===== config.mk =====
export PLATFORM = sky130hd
export DESIGN_NAME = hsv_to_rgb_converter_unit
export DESIGN_NICKNAME = d
export VERILOG_FILES = /design/src/rtl/core/hsvrgb_pkg.sv /design/src/rtl/core/hsvrgb_scale.sv /design/src/rtl/core/hsv_to_rgb_converter_unit.sv
export VERILOG_INCLUDE_DIRS = /design/src /design/src/rtl/core
export SDC_FILE = /design/constraint.sdc
export NUM_CORES = 1
export LEC_CHECK = 0
export ABC_AREA = 1
export BUFFER_PORTS_ARGS = -buffer_cell sky130_fd_sc_hd__buf_4
export CORE_MARGIN = 5
export CORE_UTILIZATION = 46
export CTS_CLUSTER_DIAMETER = 40
export DETAILED_ROUTE_END_ITERATION = 8
export PLACE_DENSITY_LB_ADDON = 0.25
export SYNTH_ARGS = -nofsm -noshare
export SYNTH_HDL_FRONTEND = slang
export SYNTH_SLANG_ARGS = --single-unit
export TNS_END_PERCENT = 30

===== constraint.sdc =====
create_clock -name clock -period 7 [get_ports clock]
set_input_delay 0.7 -clock clock [delete_from_list [all_inputs] [get_ports clock]]
set_output_delay 0.7 -clock clock [all_outputs]
set_load 0.02 [all_outputs]

===== src/rtl/core/hsv_to_rgb_converter_unit_defines.svh =====
// ----------------------------------------------------------------------------
// HSV to RGB converter: assertion macros
// Shared helpers for the concurrent checks in the converter RTL.
// ----------------------------------------------------------------------------
`ifndef HSV_TO_RGB_CONVERTER_UNIT_DEFINES_SVH
`define HSV_TO_RGB_CONVERTER_UNIT_DEFINES_SVH

// Check a same-cycle implication.
`define HSV_ASSERT_NOW(lbl, clk, rst, ante, cons, msg) \
   lbl: assert property (@(posedge clk) disable iff (rst) (ante) |-> (cons)) else $error(msg);

// Check an implication whose consequent starts in the next cycle.
`define HSV_ASSERT_NEXT(lbl, clk, rst, ante, cons, msg) \
   lbl: assert property (@(posedge clk) disable iff (rst) (ante) |=> (cons)) else $error(msg);

`endif


===== src/rtl/core/hsvrgb_pkg.sv =====
// ----------------------------------------------------------------------------
// HSV to RGB converter package
// Field widths, level format and hue sector codes.
// ----------------------------------------------------------------------------
`default_nettype none

package hsvrgb_pkg;

   localparam int unsigned COMP_W   = 8;   // every input and output component
   localparam int unsigned HUE6_W   = 11;  // hue times six
   localparam int unsigned SECTOR_W = 3;
   localparam int unsigned LEVEL_W  = 24;  // level numerator over 2^24
   localparam int unsigned FACTOR_W = 17;  // 65536 minus a product

   typedef logic [SECTOR_W-1:0] sector_type;

   // hue sectors, named by the hue range they span
   localparam sector_type SECTOR_RED_YELLOW    = 3'd0;
   localparam sector_type SECTOR_YELLOW_GREEN  = 3'd1;
   localparam sector_type SECTOR_GREEN_CYAN    = 3'd2;
   localparam sector_type SECTOR_CYAN_BLUE     = 3'd3;
   localparam sector_type SECTOR_BLUE_MAGENTA  = 3'd4;
   localparam sector_type SECTOR_MAGENTA_RED   = 3'd5;

endpackage

`default_nettype wire


===== src/rtl/core/hsvrgb_scale.sv =====
// ----------------------------------------------------------------------------
// HSV to RGB channel scaler
// Multiplies a 24-bit level by 255 and keeps the integer part as 8 bits.
// ----------------------------------------------------------------------------
`default_nettype none

module hsvrgb_scale (
   input  wire logic [hsvrgb_pkg::LEVEL_W-1:0] level,
   output logic      [hsvrgb_pkg::COMP_W-1:0]  chan
);

   localparam int unsigned PROD_W = hsvrgb_pkg::LEVEL_W + hsvrgb_pkg::COMP_W;

   logic [PROD_W-1:0] prod;

   // 255 * x as 256 * x - x
   always_comb begin
      prod = {level, {hsvrgb_pkg::COMP_W{1'b0}}} - {{hsvrgb_pkg::COMP_W{1'b0}}, level};
      chan = prod[PROD_W-1:hsvrgb_pkg::LEVEL_W];
   end

endmodule

`default_nettype wire


===== src/rtl/core/hsv_to_rgb_converter_unit.sv =====
// ----------------------------------------------------------------------------
// HSV to RGB converter unit
// Four-stage pipeline turning 8-bit hue, saturation and value into RGB.
// ----------------------------------------------------------------------------
// A beat is taken on every clock edge where start is high and busy is low;
// busy is high only while reset is applied and the cycle after, so the unit
// takes one pixel per clock. Each beat comes back through all stage registers
// as a one-cycle rsp_valid strobe with rsp_red, rsp_green and rsp_blue. The
// receiver cannot hold results off, and none is needed: the pipeline never
// stalls, so a beat in every cycle gives a result in every cycle. The stages
// are hue times six, saturation times the hue fraction, value times the
// level factors with sector selection, and the final scale by 255. Zero
// saturation produces grey through the same path.
// ----------------------------------------------------------------------------
`default_nettype none
`include "hsv_to_rgb_converter_unit_defines.svh"

module hsv_to_rgb_converter_unit (
   input  wire logic                          clock,
   input  wire logic                          reset,
   input  wire logic                          start,
   output logic                               busy,
   input  wire logic [hsvrgb_pkg::COMP_W-1:0] req_hue,
   input  wire logic [hsvrgb_pkg::COMP_W-1:0] req_saturation,
   input  wire logic [hsvrgb_pkg::COMP_W-1:0] req_brightness,
   output logic                               rsp_valid,
   output logic      [hsvrgb_pkg::COMP_W-1:0] rsp_red,
   output logic      [hsvrgb_pkg::COMP_W-1:0] rsp_green,
   output logic      [hsvrgb_pkg::COMP_W-1:0] rsp_blue
);

   localparam int unsigned CW = hsvrgb_pkg::COMP_W;
   localparam int unsigned LW = hsvrgb_pkg::LEVEL_W;
   localparam int unsigned FW = hsvrgb_pkg::FACTOR_W;

   // control
   logic busy_ff, busy_in;
   logic v1_ff, v2_ff, v3_ff, v4_ff;
   logic accept;

   // stage 1: sector and fraction
   hsvrgb_pkg::sector_type sector1_ff, sector1_in;
   logic [CW-1:0] frac1_ff, frac1_in;
   logic [CW-1:0] sat1_ff, val1_ff;
   logic [hsvrgb_pkg::HUE6_W-1:0] hue6;

   // stage 2: saturation products
   hsvrgb_pkg::sector_type sector2_ff;
   logic [CW-1:0] sat2_ff, val2_ff;
   logic [2*CW-1:0] sf2_ff, sf2_in;
   logic [FW-1:0]   snf2_ff, snf2_in;

   // stage 3: channel levels
   logic [LW-1:0] red3_ff, red3_in, green3_ff, green3_in, blue3_ff, blue3_in;
   logic [FW-1:0] qfac, tfac;
   logic [CW:0]   pfac;
   logic [CW+FW-1:0] lq_prod, lt_prod;
   logic [2*CW:0]    lp_prod;
   logic [LW-1:0] lv, lp, lq, lt;

   // stage 4: scaled channels
   logic [CW-1:0] red4_ff, green4_ff, blue4_ff;
   logic [CW-1:0] red4_in, green4_in, blue4_in;

   assign accept = start && !busy_ff;
   assign busy   = busy_ff;

   // hold busy through reset and the cycle after it
   always_comb begin
      busy_in = 1'b0;
   end

   always_ff @(posedge clock) begin
      if (reset) begin
         busy_ff <= 1'b1;
         v1_ff   <= 1'b0;
         v2_ff   <= 1'b0;
         v3_ff   <= 1'b0;
         v4_ff   <= 1'b0;
      end else begin
         busy_ff <= busy_in;
         v1_ff   <= accept;
         v2_ff   <= v1_ff;
         v3_ff   <= v2_ff;
         v4_ff   <= v3_ff;
      end
   end

   // stage 1: split hue * 6 into sector and fraction
   always_comb begin
      hue6 = {2'b00, req_hue, 1'b0} + {1'b0, req_hue, 2'b00};
      sector1_in = hue6[hsvrgb_pkg::HUE6_W-1:CW];
      frac1_in   = hue6[CW-1:0];
   end

   always_ff @(posedge clock) begin
      sector1_ff <= sector1_in;
      frac1_ff   <= frac1_in;
      sat1_ff    <= req_saturation;
      val1_ff    <= req_brightness;
   end

   // stage 2: S*F and S*(256-F)
   always_comb begin
      sf2_in  = {{CW{1'b0}}, sat1_ff} * {{CW{1'b0}}, frac1_ff};
      snf2_in = FW'({{(FW-CW){1'b0}}, sat1_ff} * ((FW)'(1 << CW) - {{(FW-CW){1'b0}}, frac1_ff}));
   end

   always_ff @(posedge clock) begin
      sector2_ff <= sector1_ff;
      sat2_ff    <= sat1_ff;
      val2_ff    <= val1_ff;
      sf2_ff     <= sf2_in;
      snf2_ff    <= snf2_in;
   end

   // stage 3: form the levels and route them by sector
   always_comb begin
      qfac    = (FW)'(1 << (2*CW)) - {1'b0, sf2_ff};
      tfac    = (FW)'(1 << (2*CW)) - snf2_ff;
      pfac    = (CW+1)'(1 << CW) - {1'b0, sat2_ff};
      lq_prod = {{FW{1'b0}}, val2_ff} * {{CW{1'b0}}, qfac};
      lt_prod = {{FW{1'b0}}, val2_ff} * {{CW{1'b0}}, tfac};
      lp_prod = {1'b0, {CW{1'b0}}, val2_ff} * {{CW{1'b0}}, pfac};
      lv      = {val2_ff, {(2*CW){1'b0}}};
      lp      = {lp_prod[2*CW-1:0], {CW{1'b0}}};
      lq      = lq_prod[LW-1:0];
      lt      = lt_prod[LW-1:0];
      case (sector2_ff)
         hsvrgb_pkg::SECTOR_RED_YELLOW: begin
            red3_in = lv; green3_in = lt; blue3_in = lp;
         end
         hsvrgb_pkg::SECTOR_YELLOW_GREEN: begin
            red3_in = lq; green3_in = lv; blue3_in = lp;
         end
         hsvrgb_pkg::SECTOR_GREEN_CYAN: begin
            red3_in = lp; green3_in = lv; blue3_in = lt;
         end
         hsvrgb_pkg::SECTOR_CYAN_BLUE: begin
            red3_in = lp; green3_in = lq; blue3_in = lv;
         end
         hsvrgb_pkg::SECTOR_BLUE_MAGENTA: begin
            red3_in = lt; green3_in = lp; blue3_in = lv;
         end
         hsvrgb_pkg::SECTOR_MAGENTA_RED: begin
            red3_in = lv; green3_in = lp; blue3_in = lq;
         end
         default: begin
            // unreachable for an 8-bit hue: drive black
            red3_in = '0; green3_in = '0; blue3_in = '0;
         end
      endcase
   end

   always_ff @(posedge clock) begin
      red3_ff   <= red3_in;
      green3_ff <= green3_in;
      blue3_ff  <= blue3_in;
   end

   // stage 4: scale each level by 255 and drop the fraction
   hsvrgb_scale u_scale_red   (.level(red3_ff),   .chan(red4_in));
   hsvrgb_scale u_scale_green (.level(green3_ff), .chan(green4_in));
   hsvrgb_scale u_scale_blue  (.level(blue3_ff),  .chan(blue4_in));

   always_ff @(posedge clock) begin
      red4_ff   <= red4_in;
      green4_ff <= green4_in;
      blue4_ff  <= blue4_in;
   end

   assign rsp_valid = v4_ff;
   assign rsp_red   = red4_ff;
   assign rsp_green = green4_ff;
   assign rsp_blue  = blue4_ff;

   // every accepted beat returns as a later rsp_valid strobe
   `HSV_ASSERT_NEXT(a_latency, clock, reset, accept, ##3 rsp_valid, "beat not returned after four cycles")
   // no result without an earlier accepted beat
   `HSV_ASSERT_NOW(a_no_spurious, clock, reset, rsp_valid, $past(accept, 4), "result without a beat")
   // zero saturation gives grey
   `HSV_ASSERT_NOW(a_grey, clock, reset, rsp_valid && $past(req_saturation == '0, 4), (rsp_red == rsp_green) && (rsp_green == rsp_blue), "grey beat has unequal channels")

endmodule

`default_nettype wire


[After elaboration in Yosys (flattened, before gate mapping)]
Cells that the tools add are included.
W data, S select, Z words.
Word-level totals
  logic and storage cells: 51
  bits of input ports: 27
  bits in registers: 180
  output and inout bits: 26
Operators by class
  eq/ne operators: 5
  reductions and logical operators: 9
  add/sub/neg operators: 8
  multiply operators: 5
  multiplexer cells: 4
Operator list (number)
  $pmux W24 S4: 3
  $sub A32 B24 Y32: 3
  $mul A8 B17 Y24: 2
  $mul A9 B10 Y17: 1
  $sub A17 B16 Y17 const A: 1
  $sub A17 B17 Y17 const A: 1
  $mul A8 B8 Y16: 1
  $mul A8 B9 Y16: 1
  $reduce_or A2 Y1: 6
  $add A9 B10 Y11: 1
  $sub A9 B8 Y10 const A: 1
  $sub A9 B8 Y9 const A: 1
  $eq A3 B2 Y1 const B: 2
  $eq A3 B3 Y1 const B: 2
  $eq A3 B1 Y1 const B: 1
  $logic_not A3 Y1: 1
  $logic_and A1 B1 Y1: 1
  $logic_not A1 Y1: 1
  $mux W1: 1

[Longest topological paths before layout]
  depth after elaboration: 3
  mapped depth: 30
  mapped depth without buffers: 29

[Hierarchy]
Synthesis repeated with hierarchy kept, for this count alone.
Second synthesis, totals
  cell total of the unflattened synthesis: 3510
  area total of the unflattened synthesis: 24258.3 µm²
Modules (own cells, without submodules)
  hsv_to_rgb_converter_unit: cells each 2700, area an instance 20433.3 µm², times used 1, sequential area each 3463.3 µm²
  hsvrgb_scale: cells each 270, area an instance 1275.0 µm², times used 3, sequential area each 0.0 µm²

[Least setup slack after synthesis]
OpenSTA, ideal clock, no wires.
  path kind: register to register
  from: register snf2_ff[1]
  to: register green3_ff[17]
  cell stages (with the launch flop): 28
  clock period less this slack: 4.949 ns
  required time: 6.878 ns
  data arrival time: 4.827 ns
  library setup time: 0.122 ns
  path buffers: 1
  setup slack: 2.051 ns
  cell sequence: dfxtp_1 buf_2 clkinv_2 ha_1 inv_1 nor2_2 nand2_2 nor2_2 nand2_2 or3_1 nand2_2 inv_2 nand2_1 fa_1 fa_1 fa_1 fa_1 inv_1 ha_1 nand2_1 inv_1 nand2_1 inv_1 a21oi_1 nand2_1 or2_2 nand3_1 nand3b_1
Between the ends
  longest elaborated chain between the ends: 3
Ends and longest elaborated chain
  from (decl): line hsv_to_rgb_converter_unit.sv:51  | logic [FW-1:0] snf2_ff, snf2_in;
  from (signal assigned): line hsv_to_rgb_converter_unit.sv:114  | snf2_ff <= snf2_in;
  $sub A17 B17 Y17: line hsv_to_rgb_converter_unit.sv:120  | tfac = (FW)'(1 << (2*CW)) - snf2_ff;
  $mul A8 B17 Y24: line hsv_to_rgb_converter_unit.sv:123  | lt_prod = {{FW{1'b0}}, val2_ff} * {{CW{1'b0}}, tfac};
  $pmux W24 S4: line hsv_to_rgb_converter_unit.sv:129  | case (sector2_ff)
  to (signal assigned): line hsv_to_rgb_converter_unit.sv:157  | green3_ff <= green3_in;
  to (decl): line hsv_to_rgb_converter_unit.sv:54  | logic [LW-1:0] red3_ff, red3_in, green3_ff, green3_in, blue3_ff, blue3_in;
Every way passes these cells.
A chain may end at the register's enable or synchronous reset.

[Worst setup path in the final report]
  from: register snf2_ff[1]
  to: register blue3_ff[23]
Between the ends
  longest elaborated chain between the ends: 3
Ends and longest elaborated chain
  $sub A17 B17 Y17: line hsv_to_rgb_converter_unit.sv:120
  $mul A8 B17 Y24: line hsv_to_rgb_converter_unit.sv:123
  $pmux W24 S4: line hsv_to_rgb_converter_unit.sv:129
  to (signal assigned): line hsv_to_rgb_converter_unit.sv:158  | blue3_ff <= blue3_in;
  to (decl): line hsv_to_rgb_converter_unit.sv:54
Every way passes these cells.

==> flow_summary_export.csv <==
group,metric,value,unit
yosys,synth.top_cell.area_share,23.6,%
sta,holdWs,0.318,ns
routing,vias_per_cell,5.11,
yosys,yosysMostFrequentCell,"nand2_1",
worst_setup_path,crit_family,"adder cells",
clock_network,cts-root-buf,"clkbuf_16",
min_path,hp-class,"in -> reg",
routing,dr.pass1.iters,6,
worst_setup_path,crit_arrival,6.23,ns
die,start_util,46.5,%
placement,place.gp.congestion,0.998,
die,row_count,82,
global_route,grt_pass1_wl,103000,um
worst_setup_path,path_depth,26,
min_path,whs_path_depth,1,
clock_network,clockBufferDepth,2,
yosys,synth_area_per_cell,7.17,um^2
die,die_h,235,um
die,dieArea,55300,um^2
yosys,synth_fp_nets,3806,
placement,io_buffers,52,
yosys,yosys_warnings,0,
global_route,grt_pass1_vias,20000,
clock_network,cts_max_level,4,
worst_setup_path,r2r_slack,1.13,ns
layout,fill_cells,5024,
clock_network,post_cts_buffers,0,
worst_setup_path,critPathLaunch,"snf2_ff[1]",
run_status,status,"finished, final reports clean",
placement,pre_cts_slack,1.24,ns
worst_setup_path,worstPathMaxFanout,9,
yosys,seq_area_frac_synth,14.9,%
clock_network,cts_num_sinks,173,
global_route,grt_max_degree,35,
yosys,async_flop_share,0,%
sta,fin_tns_setup,0,ns
routing,drt_iter0_markers,1628,
yosys,ys_top_cells_by_area,"fa_1 24%, dfxtp_1 15%, ha_1 14%",
worst_setup_path,cp-end-kind,"flop",
worst_setup_path,critPathLaunchType,"flop",
clock_network,clkLatencyLatePin,0.49,ns
die,die_w,235,um
worst_setup_path,critPathSlowestCell,"fa_1",
sta,period_needed,5.87,ns
yosys,syn-instance-count,3252,
worst_setup_path,critical_path_buf_inv_count,5,
placement,dp.final_hpwl,51900,um
routing,wire_per_inst,15.7,um
worst_setup_path,cp-endpoint,"blue3_ff[23]",
yosys,synth.ff_latch_count,173,
clock_network,cts_tree,"built",
worst_setup_path,regToRegEndpoint,"blue3_ff[23]",
layout,final_cells,3960,
die,io_pins,53,
sta,period_share,83.9,%
yosys,synth.largest_area_cell,"fa_1",
routing,remaining_drc_errors,0,
sta,tightest_slew,1.05,ns
sta,relSlewSlack,29.7,%
yosys,ys_top_cells_by_count,"786 x nand2_1, 679 x inv_1, 296 x nor2_1",
sta,max_freq,170,MHz
routing,routed_wl,62000,um
global_route,antenna_found_initial,0,
routing,final_antenna_net_count,0,
worst_setup_path,path_common_cell,"nand2_1",
sta,final-hold-violation-count,0,
worst_setup_path,reg2reg_depth,26,
layout,antenna_cells,0,
yosys,synth-edff-count,0,
yosys,synth_cell_types,47,
clock_network,numCtsBuffers,17,
worst_setup_path,cp.required,7.35,ns
worst_setup_path,r2r_start,"snf2_ff[1]",
clock_network,ctsHoldBuffers,0,
global_route,grt_overflow_total,0,
flow_run,cap_violations,0,
layout,nets,3829,
worst_setup_path,crit_type,"reg -> reg",
routing,vias,20200,
layout,drive_gt1_share,4.71,%
sta,setup_ws,1.13,ns
clock_network,clk_pin_slew,0.07,ns
sta,rsz0062_at_grt,"false",
yosys,synth_ff_type,"dfxtp_1",
die,core_area,50200,um^2
placement,dp.cells,3928,
sta,finalSetupViolations,0,
worst_setup_path,cpPeakStageDelay,0.54,ns
layout,area_growth,7.26,%
yosys,syn-cell-area,23300,um^2
sta,skew,0.0175,ns
clock_network,post_cts_resized,0,
global_route,grt_usage,22.8,%
sta,slew_violations,0,
sequential cells by signal, indices dropped and copies added (netlist names), 3 cells and up:
register / count
sat2_ff: 8
sector2_ff: 3
frac1_ff: 7
sat1_ff: 8
sf2_ff: 14
sector1_ff: 3
val2_ff: 8
snf2_ff: 16
red3_ff: 23
rsp_blue: 8
blue3_ff: 23
rsp_red: 8
green3_ff: 23
rsp_green: 8
val1_ff: 8
cell type report:
class	count	area [um^2]	area share [%]
Clock buffer	17	425	1.70
Timing Repair Buffer	67	503	2.01
Inverter	696	2610	10.5
Multi-Input combinational cell	2320	17000	67.9
Tap cell	672	841	3.36
Clock inverter	15	173	0.690
Sequential cell	173	3460	13.8
layout by cell type (no fill, tap or decap), types with 9 or more instances in the layout:
| master | count |
|---|---|
| inv_2 | 14 |
| fa_1 | 275 |
| ha_1 | 252 |
| nand4_1 | 40 |
| a21o_1 | 22 |
| nor3_1 | 34 |
| inv_1 | 679 |
| a31oi_1 | 9 |
| nor2_1 | 296 |
| nand3_1 | 210 |
| a21oi_1 | 116 |
| nand3b_1 | 22 |
| nand2_2 | 10 |
| xnor2_1 | 18 |
| clkbuf_16 | 17 |
| nand2_1 | 786 |
| o21bai_1 | 14 |
| buf_4 | 67 |
| dfxtp_1 | 173 |
| o22ai_1 | 18 |
| xor2_1 | 59 |
| o21ai_0 | 71 |
| or2_2 | 14 |
worst min path at each step:
stage,startpoint,endpoint,slack [ns]
floorplan,sector1_ff[0],sector2_ff[0],0.31
global placement,sector1_ff[0],sector2_ff[0],0.31
detailed placement,sector1_ff[2],sector2_ff[2],0.31
CTS,req_brightness[4],val1_ff[4],0.27
global route,req_brightness[4],val1_ff[4],0.29
finish,req_brightness[4],val1_ff[4],0.32
cells by family (layout without fill, tap and decap cells):
kind of cell    after synthesis  count (layout)  synth area share, %
flops                       173             173                 14.9
simple gates               1445            1445                 26.2
compound gates              270             270                 6.57
fa+ha+maj                   527             527                 37.1
xor+xnor                     78              78                 2.96
buf+inv                     759             795                 12.3
metrics by stage:
stage               utilization (%)  cell area, um^2
global placement               48.7            24400
CTS                            49.9            25000
detailed placement             48.7            24400
finish                         49.9            25000
global route                   49.9            25000
floorplan                         -            23300
routing by layer:
metal,wire length (um),GRT usage (%)
met1,28400,31.5
met4,1890,7.84
met5,0,0
met2,28200,37.4
met3,3520,2.68
Power is left out: the tool's default activity adds up to more than one toggle a clock period on the data nets, which glitch-free logic cannot reach.
